`config.mk`:
```
export PLATFORM = sky130hd
export DESIGN_NAME = radio_link_recovery_controller
export DESIGN_NICKNAME = d
export VERILOG_FILES = /design/src/design/rlrc_pkg.sv /design/src/design/radio_link_recovery_controller.sv
export SDC_FILE = /design/constraint.sdc
export NUM_CORES = 1
export LEC_CHECK = 0
export ABC_CLOCK_PERIOD_IN_PS = 13900
export BUFFER_PORTS_ARGS = -buffer_cell sky130_fd_sc_hd__buf_2
export CORE_ASPECT_RATIO = 1.25
export CORE_MARGIN = 2
export CORE_UTILIZATION = 34
export CTS_BUF_LIST = sky130_fd_sc_hd__clkbuf_2 sky130_fd_sc_hd__clkbuf_4 sky130_fd_sc_hd__clkbuf_8
export CTS_CLUSTER_DIAMETER = 150
export DETAILED_ROUTE_END_ITERATION = 10
export MAX_ROUTING_LAYER = met4
export PLACE_DENSITY = 0.56
export SLEW_MARGIN = 20
export SYNTH_ARGS = -nofsm -noshare
export SYNTH_HDL_FRONTEND = slang
export SYNTH_SLANG_ARGS = --single-unit
```
`constraint.sdc`:
```
create_clock -name clock -period 13.9 [get_ports clock]
set_clock_uncertainty 0.2 [all_clocks]
set_input_delay 1.39 -clock clock [delete_from_list [all_inputs] [get_ports clock]]
set_output_delay 1.39 -clock clock [all_outputs]
set_load 0.1 [all_outputs]
```
`src/design/rlrc_pkg.sv`:
```
package rlrc_pkg;

   localparam int RX_SLOTS_DEFAULT = 4;
   localparam int MAX_PACKET       = 255;

   localparam logic [31:0] WINDOW_MS_RESET = 32'd10000;
   localparam logic [7:0]  LIMIT_RESET     = 8'd3;

   typedef enum logic [0:0] {
      CSR_WINDOW_MS = 1'b0,
      CSR_LIMIT     = 1'b1
   } csr_index_type;

   typedef enum logic [3:0] {
      MODE_SEND         = 4'd0,
      MODE_RECV         = 4'd1,
      MODE_CLEAR        = 4'd2,
      MODE_BEGIN_RESET  = 4'd3,
      MODE_MARK_INIT    = 4'd4,
      MODE_BEGIN_TX     = 4'd5,
      MODE_TX_DONE      = 4'd6,
      MODE_TX_DEFER     = 4'd7,
      MODE_TX_TIMEOUT   = 4'd8,
      MODE_BUSY_TIMEOUT = 4'd9,
      MODE_IO_FAIL      = 4'd10,
      MODE_RECOVERY     = 4'd11,
      MODE_PUSH_RX      = 4'd12
   } mode_type;

   typedef enum logic [3:0] {
      ST_OK        = 4'd0,
      ST_NONE      = 4'd1,
      ST_INVALID   = 4'd2,
      ST_TOO_LARGE = 4'd3,
      ST_FAULT     = 4'd4,
      ST_BUSY      = 4'd5,
      ST_CAPACITY  = 4'd6,
      ST_TIMEOUT   = 4'd7,
      ST_IO        = 4'd8
   } status_type;

   typedef enum logic [2:0] {
      LS_OFF        = 3'd0,
      LS_STANDBY    = 3'd1,
      LS_RESETTING  = 3'd2,
      LS_RECOVERING = 3'd3,
      LS_RX         = 3'd4,
      LS_TX_PREPARE = 3'd5,
      LS_TX         = 3'd6,
      LS_FAULT      = 3'd7
   } link_state_type;

   // request beat, lowest bits first: now_ms, packet_length_in, buffer_capacity, recovery_ok
   typedef struct packed {
      logic [6:0]  pad;
      logic        recovery_ok;
      logic [7:0]  buffer_capacity;
      logic [7:0]  packet_length_in;
      logic [63:0] now_ms;
   } req_payload_type;

   // response beat, lowest bits first: status, link_state_now, packet_length_out,
   // slot_index, rx_waiting
   typedef struct packed {
      logic [3:0]     pad;
      logic [6:0]     rx_waiting;
      logic [5:0]     slot_index;
      logic [7:0]     packet_length_out;
      link_state_type link_state_now;
      status_type     status;
   } rsp_payload_type;

endpackage

```
`src/design/radio_link_recovery_controller.sv`:
```
// Radio link recovery controller.
// One event per request beat: req_tuser carries the event code, req_tdata its
// time stamp, packet length, receive capacity and recovery result. Every event
// produces exactly one response beat with status, link state, delivered or
// started length, ring slot and the number of received packets held.
// csr_* writes the recovery window (index 0) and the attempt limit (index 1);
// csr_ready is always high; the user must only make writes while no event is in
// flight, as the block itself does not enforce it. An accepted beat is
// registered, evaluated against the link state, and its response registered.
// Throughput: one event per cycle unless the response stalls; the state update
// is a single pass of compare and select logic plus one 64-bit subtract and
// compare for the window. The receive ring is a RX_SLOTS deep memory read one
// entry ahead at the next head, so a recv sees the head length from a register.
// When rsp_tready is low the response holds; an empty input register still
// takes one more beat, then req_tready drops until the response is taken.
// Reset clears the link state, transmit pair, ring pointers and recovery
// window and restores the register defaults; ring contents are not cleared.
module radio_link_recovery_controller #(
   parameter int RX_SLOTS = rlrc_pkg::RX_SLOTS_DEFAULT
) (
   input  logic        clock,
   input  logic        reset,
   input  logic        req_tvalid,
   output logic        req_tready,
   // now_ms[63:0], packet_length_in[71:64], buffer_capacity[79:72], recovery_ok[80]
   input  logic [87:0] req_tdata,
   // mode[3:0]
   input  logic [3:0]  req_tuser,
   output logic        rsp_tvalid,
   input  logic        rsp_tready,
   // status[3:0], link_state_now[6:4], packet_length_out[14:7], slot_index[20:15],
   // rx_waiting[27:21]
   output logic [31:0] rsp_tdata,
   input  logic        csr_valid,
   output logic        csr_ready,
   input  logic        csr_index,
   input  logic [31:0] csr_data
);
   import rlrc_pkg::*;

   localparam int IW = (RX_SLOTS > 1) ? $clog2(RX_SLOTS) : 1;
   localparam int FW = $clog2(RX_SLOTS + 1);
   localparam int SW = FW + 1;

   // input register
   logic            in_valid_ff;
   mode_type        in_mode_ff;
   req_payload_type in_data_ff;

   // response register
   logic            rsp_valid_ff, rsp_valid_in;
   rsp_payload_type rsp_data_ff, rsp_data_in;

   // configuration
   logic [31:0] window_ms_ff;
   logic [7:0]  limit_ff;

   // link state
   link_state_type link_ff, link_in;
   logic           tx_waiting_ff, tx_waiting_in;
   logic           tx_busy_ff, tx_busy_in;
   logic [7:0]     tx_bytes_ff, tx_bytes_in;
   logic [IW-1:0]  head_ff, head_in;
   logic [FW-1:0]  fill_ff, fill_in;
   logic           window_open_ff, window_open_in;
   logic [63:0]    window_start_ff, window_start_in;
   logic [7:0]     attempt_ff, attempt_in;

   // receive ring
   logic [7:0]    ring_mem [RX_SLOTS];
   logic [7:0]    head_len_ff;
   logic          ring_we;
   logic [IW-1:0] tail;
   logic [IW-1:0] head_next;
   logic [SW-1:0] tail_sum;

   logic advance;

   // recovery budget terms
   logic        running, expired, restart;
   logic [63:0] elapsed;
   logic [7:0]  att_base;

   assign advance    = in_valid_ff && (!rsp_valid_ff || rsp_tready);
   assign req_tready = !in_valid_ff || advance;
   assign rsp_tvalid = rsp_valid_ff;
   assign rsp_tdata  = rsp_data_ff;
   assign csr_ready  = 1'b1;

   assign tail_sum  = SW'(head_ff) + SW'(fill_ff);
   assign tail      = (tail_sum >= SW'(RX_SLOTS)) ? IW'(tail_sum - SW'(RX_SLOTS))
                                                   : IW'(tail_sum);
   assign head_next = (head_ff == IW'(RX_SLOTS - 1)) ? '0 : head_ff + IW'(1);

   assign running = (link_ff == LS_RECOVERING) || (link_ff == LS_RESETTING);
   assign elapsed = in_data_ff.now_ms - window_start_ff;
   assign expired = window_open_ff && (in_data_ff.now_ms >= window_start_ff) &&
                    (elapsed >= {32'd0, window_ms_ff});
   assign restart  = !window_open_ff || (!running && expired);
   assign att_base = restart ? 8'd0 : attempt_ff;

   always_comb begin
      logic       recover;
      status_type err;

      recover         = 1'b0;
      err             = ST_IO;
      link_in         = link_ff;
      tx_waiting_in   = tx_waiting_ff;
      tx_busy_in      = tx_busy_ff;
      tx_bytes_in     = tx_bytes_ff;
      head_in         = head_ff;
      fill_in         = fill_ff;
      window_open_in  = window_open_ff;
      window_start_in = window_start_ff;
      attempt_in      = attempt_ff;
      ring_we         = 1'b0;
      rsp_data_in     = '0;
      rsp_data_in.status = ST_INVALID;

      case (in_mode_ff)
         MODE_SEND: begin
            if (in_data_ff.packet_length_in == 8'd0) begin
               rsp_data_in.status = ST_INVALID;
            end else if (32'(in_data_ff.packet_length_in) > MAX_PACKET) begin
               rsp_data_in.status = ST_TOO_LARGE;
            end else if (link_ff == LS_FAULT) begin
               rsp_data_in.status = ST_FAULT;
            end else if (link_ff != LS_RX && link_ff != LS_STANDBY) begin
               rsp_data_in.status = ST_BUSY;
            end else if (tx_waiting_ff || tx_busy_ff) begin
               rsp_data_in.status = ST_CAPACITY;
            end else begin
               tx_bytes_in        = in_data_ff.packet_length_in;
               tx_waiting_in      = 1'b1;
               rsp_data_in.status = ST_OK;
            end
         end
         MODE_RECV: begin
            if (fill_ff == '0) begin
               rsp_data_in.status = ST_NONE;
            end else if (head_len_ff > in_data_ff.buffer_capacity) begin
               rsp_data_in.status = ST_TOO_LARGE;
            end else begin
               rsp_data_in.packet_length_out = head_len_ff;
               rsp_data_in.slot_index        = 6'(head_ff);
               rsp_data_in.status            = ST_OK;
               head_in = head_next;
               fill_in = fill_ff - FW'(1);
            end
         end
         MODE_CLEAR: begin
            link_in            = LS_OFF;
            tx_waiting_in      = 1'b0;
            tx_busy_in         = 1'b0;
            tx_bytes_in        = 8'd0;
            head_in            = '0;
            fill_in            = '0;
            window_open_in     = 1'b0;
            window_start_in    = 64'd0;
            attempt_in         = 8'd0;
            rsp_data_in.status = ST_OK;
         end
         MODE_BEGIN_RESET: begin
            if (link_ff == LS_OFF || link_ff == LS_STANDBY || link_ff == LS_RECOVERING) begin
               if (link_ff == LS_OFF) begin
                  attempt_in     = 8'd0;
                  window_open_in = 1'b0;
               end
               link_in            = LS_RESETTING;
               rsp_data_in.status = ST_OK;
            end
         end
         MODE_MARK_INIT: begin
            if (link_ff == LS_RESETTING) begin
               link_in            = LS_RX;
               rsp_data_in.status = ST_OK;
            end
         end
         MODE_BEGIN_TX: begin
            if (tx_waiting_ff && link_ff == LS_RX) begin
               tx_waiting_in                 = 1'b0;
               tx_busy_in                    = 1'b1;
               link_in                       = LS_TX;
               rsp_data_in.packet_length_out = tx_bytes_ff;
               rsp_data_in.status            = ST_OK;
            end
         end
         MODE_TX_DONE, MODE_TX_DEFER: begin
            if (link_ff == LS_TX && tx_busy_ff) begin
               tx_busy_in = 1'b0;
               if (in_mode_ff == MODE_TX_DONE) begin
                  tx_bytes_in = 8'd0;
               end else begin
                  tx_waiting_in = 1'b1;
               end
               link_in            = LS_RX;
               rsp_data_in.status = ST_OK;
            end
         end
         MODE_TX_TIMEOUT: begin
            if (link_ff == LS_TX && tx_busy_ff) begin
               tx_busy_in    = 1'b0;
               tx_waiting_in = 1'b1;
               recover       = 1'b1;
               err           = ST_TIMEOUT;
            end
         end
         MODE_BUSY_TIMEOUT, MODE_IO_FAIL: begin
            // an in-flight packet goes back to waiting
            if (tx_busy_ff) begin
               tx_busy_in    = 1'b0;
               tx_waiting_in = 1'b1;
            end
            recover = 1'b1;
            err     = (in_mode_ff == MODE_IO_FAIL) ? ST_IO : ST_TIMEOUT;
         end
         MODE_RECOVERY: begin
            if (running) begin
               if (in_data_ff.recovery_ok) begin
                  link_in            = LS_RX;
                  rsp_data_in.status = ST_OK;
               end else begin
                  recover = 1'b1;
                  err     = ST_IO;
               end
            end
         end
         MODE_PUSH_RX: begin
            if (in_data_ff.packet_length_in == 8'd0) begin
               rsp_data_in.status = ST_INVALID;
            end else if (32'(in_data_ff.packet_length_in) > MAX_PACKET) begin
               rsp_data_in.status = ST_TOO_LARGE;
            end else if (link_ff != LS_RX) begin
               rsp_data_in.status = (link_ff == LS_FAULT) ? ST_FAULT : ST_BUSY;
            end else if (32'(fill_ff) >= RX_SLOTS) begin
               rsp_data_in.status = ST_CAPACITY;
            end else begin
               ring_we                = 1'b1;
               fill_in                = fill_ff + FW'(1);
               rsp_data_in.slot_index = 6'(tail);
               rsp_data_in.status     = ST_OK;
            end
         end
         default: begin
            rsp_data_in.status = ST_INVALID;
         end
      endcase

      if (recover) begin
         if (link_ff == LS_FAULT) begin
            rsp_data_in.status = ST_FAULT;
         end else begin
            if (restart) begin
               window_open_in  = 1'b1;
               window_start_in = in_data_ff.now_ms;
            end
            attempt_in = att_base;
            if (att_base >= limit_ff) begin
               link_in            = LS_FAULT;
               rsp_data_in.status = ST_FAULT;
            end else begin
               attempt_in         = att_base + 8'd1;
               link_in            = LS_RECOVERING;
               rsp_data_in.status = err;
            end
         end
      end

      rsp_data_in.link_state_now = link_in;
      rsp_data_in.rx_waiting     = 7'(fill_in);
   end

   always_comb begin
      if (advance) begin
         rsp_valid_in = 1'b1;
      end else if (rsp_tready) begin
         rsp_valid_in = 1'b0;
      end else begin
         rsp_valid_in = rsp_valid_ff;
      end
   end

   always_ff @(posedge clock) begin
      if (reset) begin
         in_valid_ff     <= 1'b0;
         rsp_valid_ff    <= 1'b0;
         window_ms_ff    <= WINDOW_MS_RESET;
         limit_ff        <= LIMIT_RESET;
         link_ff         <= LS_OFF;
         tx_waiting_ff   <= 1'b0;
         tx_busy_ff      <= 1'b0;
         tx_bytes_ff     <= 8'd0;
         head_ff         <= '0;
         fill_ff         <= '0;
         window_open_ff  <= 1'b0;
         window_start_ff <= 64'd0;
         attempt_ff      <= 8'd0;
      end else begin
         rsp_valid_ff <= rsp_valid_in;
         if (req_tready) begin
            in_valid_ff <= req_tvalid;
         end
         if (csr_valid && csr_ready) begin
            case (csr_index_type'(csr_index))
               CSR_WINDOW_MS: window_ms_ff <= csr_data;
               CSR_LIMIT:     limit_ff     <= csr_data[7:0];
               default:       limit_ff     <= limit_ff;
            endcase
         end
         if (advance) begin
            link_ff         <= link_in;
            tx_waiting_ff   <= tx_waiting_in;
            tx_busy_ff      <= tx_busy_in;
            tx_bytes_ff     <= tx_bytes_in;
            head_ff         <= head_in;
            fill_ff         <= fill_in;
            window_open_ff  <= window_open_in;
            window_start_ff <= window_start_in;
            attempt_ff      <= attempt_in;
         end
      end
   end

   // payload registers
   always_ff @(posedge clock) begin
      if (req_tready && req_tvalid) begin
         in_mode_ff <= mode_type'(req_tuser);
         in_data_ff <= req_payload_type'(req_tdata);
      end
      if (advance) begin
         rsp_data_ff <= rsp_data_in;
      end
   end

   // ring memory: the head entry is read ahead into head_len_ff, with write forwarding
   always_ff @(posedge clock) begin
      if (advance && ring_we) begin
         ring_mem[tail] <= in_data_ff.packet_length_in;
      end
      if (advance && ring_we && tail == head_in) begin
         head_len_ff <= in_data_ff.packet_length_in;
      end else begin
         head_len_ff <= ring_mem[advance ? head_in : head_ff];
      end
   end

endmodule

```
==> flow_summary.yaml <==
worst_hold_path:
  hold_path_class: "flop to flop"
  whs_path_depth: 2
  hold_start: "tx_bytes_ff[7]"
  hold_path_end: "tx_bytes_ff[7]"
die:
  die-area_mm2: 0.0496
  die_h_um: 248
  fp-row-count: 89
  io_pins: 165
  initial_core_util: 0.344
  core-area_mm2: 0.0472
  die_x_um: 200
synthesis:
  yosysMostFrequentCell: "nand2_1"
  synthTopCellsByArea: "edfxtp_1 25%, dfxtp_1 17%, ha_1 9.0%"
  synthFlopType: "edfxtp_1"
  synth_seq_cells: 272
  synthCells: 1790
  async_flop_share: 0
  ys_warn_count: 0
  yosysSeqAreaShare: 0.419
  synth-edff-count: 137
  synthDistinctLibCells: 84
  syn_avg_cell_area_um2: 9.08
  netlist.area_leader.share: 0.253
  yosysTopAreaCell: "edfxtp_1"
  syn-cell-area_mm2: 0.0163
  synthTopCellsByCount: "224 x nand2_1, 175 x a21oi_1, 137 x edfxtp_1, 135 x dfxtp_1, 130 x inv_1"
worst_setup_path:
  r2r-start: "in_data_ff[0]"
  r2r_cells: 34
  endpoint_kind: "flop"
  cpPeakStageDelay_ps: 500
  worstSetupPathType: "flop to flop"
  worstReg2RegEnd: "rsp_tdata[2]"
  arrival_ps: 8730
  start_kind: "flop"
  rrSetupSlack_ps: 5350
  required_ps: 14080
  path_max_fanout: 16
  cp_slowest_cell: "a211oi_2"
  cp-startpoint: "in_data_ff[0]"
finish:
  fillCellCount: 4906
  fin_util: 0.392
  drive_gt1_frac: 0.136
  ff_latch_area_mm2: 0.00682
  multi_input_area_mm2: 0.00859
  nNetsFinal: 2168
  stdcell_count: 2598
  area_growth_syn_to_layout_pct: 13.9
drt:
  antenna_left: 0
  drtIter0Drc: 976
  avgViaCountPerCell: 5.28
  drc: 0
  post_drt_wl_per_cell_um: 18.2
  drt_pre_antenna_iters: 5
  vias: 13730
  drt_wl_total_um: 47300
sta:
  fin_hold_ws_ps: 254
  layout_min_cycle_time_ps: 8550
  max_freq_mhz: 117
  period_share: 0.615
  rsz0062_at_grt: "false"
  slew_viol_final: 0
  setup_viol: 0
  setup_tns_ps: 0
  tightest_slew_ps: 909
  maxSlewHeadroom: 0.392
  hold_violations: 0
power:
  leakage_uw: 0.00711
  p_per_area_mw_per_mm2: 110
  ir_drop_uv: 66.1
  total_power_uw: 2030
clocking:
  htreeDepth: 2
  insertion_delay_ps: 640
  cts_hold_buf: 0
  cts_sinks: 272
  tritoncts: "done"
  cts_setup_buffers: 0
  numCtsBuffers: 49
  clk_root_buffer_cell: "clkbuf_8"
  cts.path.max_buffers: 3
  path_clk_slew_ps: 60
  cts.repair.resized: 0
placed_design:
  gp_congestion: 0.934
  dpl.hpwl_um: 36200
  placed_cells: 2506
  numPortBuffers: 144
global_route:
  grt_max_degree: 68
  first_global_vias: 13600
  grt_antenna_before_repair: 1
  track_usage: 0.196
  grt_pass1_wl_um: 74700
  overflow: 0
flow_run:
  maxCapViolations: 0
status:
  status: "finished clean"
through the flow:
| stage | area (um2) | setup WS, ps |
|---|---|---|
| 6_report | 18500 | 5350 |
| 5_1_grt | 18500 | 4790 |
| 4_1_cts | 18500 | 5450 |
| 3_5_place_dp | 17500 | 5510 |
| 3_3_place_gp | 17500 | 5460 |
| 2_1_floorplan | 16300 | 6700 |
power by group:
| part | total, uW | internal (uW) | switching [uW] |
|---|---|---|---|
| registers | 894 | 873 | 20.8 |
| clock network | 792 | 440 | 351 |
| logic | 344 | 115 | 228 |
| total | 2030 | 1430 | 600 |
final cells by class:
| class | instances | share of cell area |
|---|---|---|
| diodes | 1 | 0.000135 |
| clock buffers | 75 | 0.0490 |
| multi-input cells | 1315 | 0.464 |
| well taps | 637 | 0.0430 |
| repair buffers | 152 | 0.0422 |
| clock inverters | 16 | 0.00736 |
| inverters | 130 | 0.0263 |
| flip-flops and latches | 272 | 0.368 |
kinds of logic (layout without fill, tap and decap cells):
family	Yosys count	in the layout	synth area share
muxes	17	17	0.0169
buffers and inverters	214	373	0.0559
DFF	272	272	0.419
xor gates and xnor gates	47	47	0.0253
other	2	14	0.000462
adders and majority gates	118	118	0.0913
and+or+nand+nor	592	592	0.175
AOI/OAI and AO/OA	528	528	0.216
routing by layer:
metal / vias up / share of wire / track usage
li1: 6791 / - / -
met1: 6524 / 0.45 / 0.258
met2: 340 / 0.47 / 0.313
met3: 75 / 0.045 / 0.0250
met4: 0 / 0.027 / 0.0614
met5: - / 0 / -
registers in the layout, indices dropped and copies added, names as in the netlist, named ones only:
| name | count |
|---|---|
| attempt_ff | 8 |
| fill_ff | 3 |
| head_ff | 2 |
| in_data_ff | 81 |
| in_mode_ff | 4 |
| in_valid_ff | 1 |
| limit_ff | 8 |
| link_ff | 3 |
| ring_mem | 32 |
| rsp_tdata | 20 |
| rsp_tvalid | 1 |
| tx_busy_ff | 1 |
| tx_bytes_ff | 8 |
| tx_waiting_ff | 1 |
| window_ms_ff | 32 |
| window_open_ff | 1 |
| window_start_ff | 64 |
worst max path at each step:
stage,to
after global routing,attempt_ff[6]
final,rsp_tdata[2]
after CTS,rsp_tdata[2]
after floorplan,attempt_ff[6]
after global placement,rsp_tdata[2]
after detailed placement,rsp_tdata[2]
critical path: cells and delay by family, from the launching register on:
kind                       cells  cell delay [ps]
AOI/OAI and AO/OA             14             3510
and+or+nand+nor               13             2460
adders and majority gates      4             1210
DFF                            1              340
buffers and inverters          2              300
xor gates and xnor gates       1              260
placed cells by master, fill, tap and decap left out, types with 25 or more instances in the layout:
cell type / n
a21oi_1: 175
nand3_1: 34
xnor2_1: 25
inv_1: 130
edfxtp_1: 137
nor2_1: 121
clkbuf_8: 55
nand2_1: 224
o21ai_0: 71
ha_1: 117
a21o_1: 33
nand4_1: 41
dfxtp_1: 135
nor3_1: 32
buf_2: 144
a22o_1: 78
No activity file was read; power rests on OpenSTA's default activity.
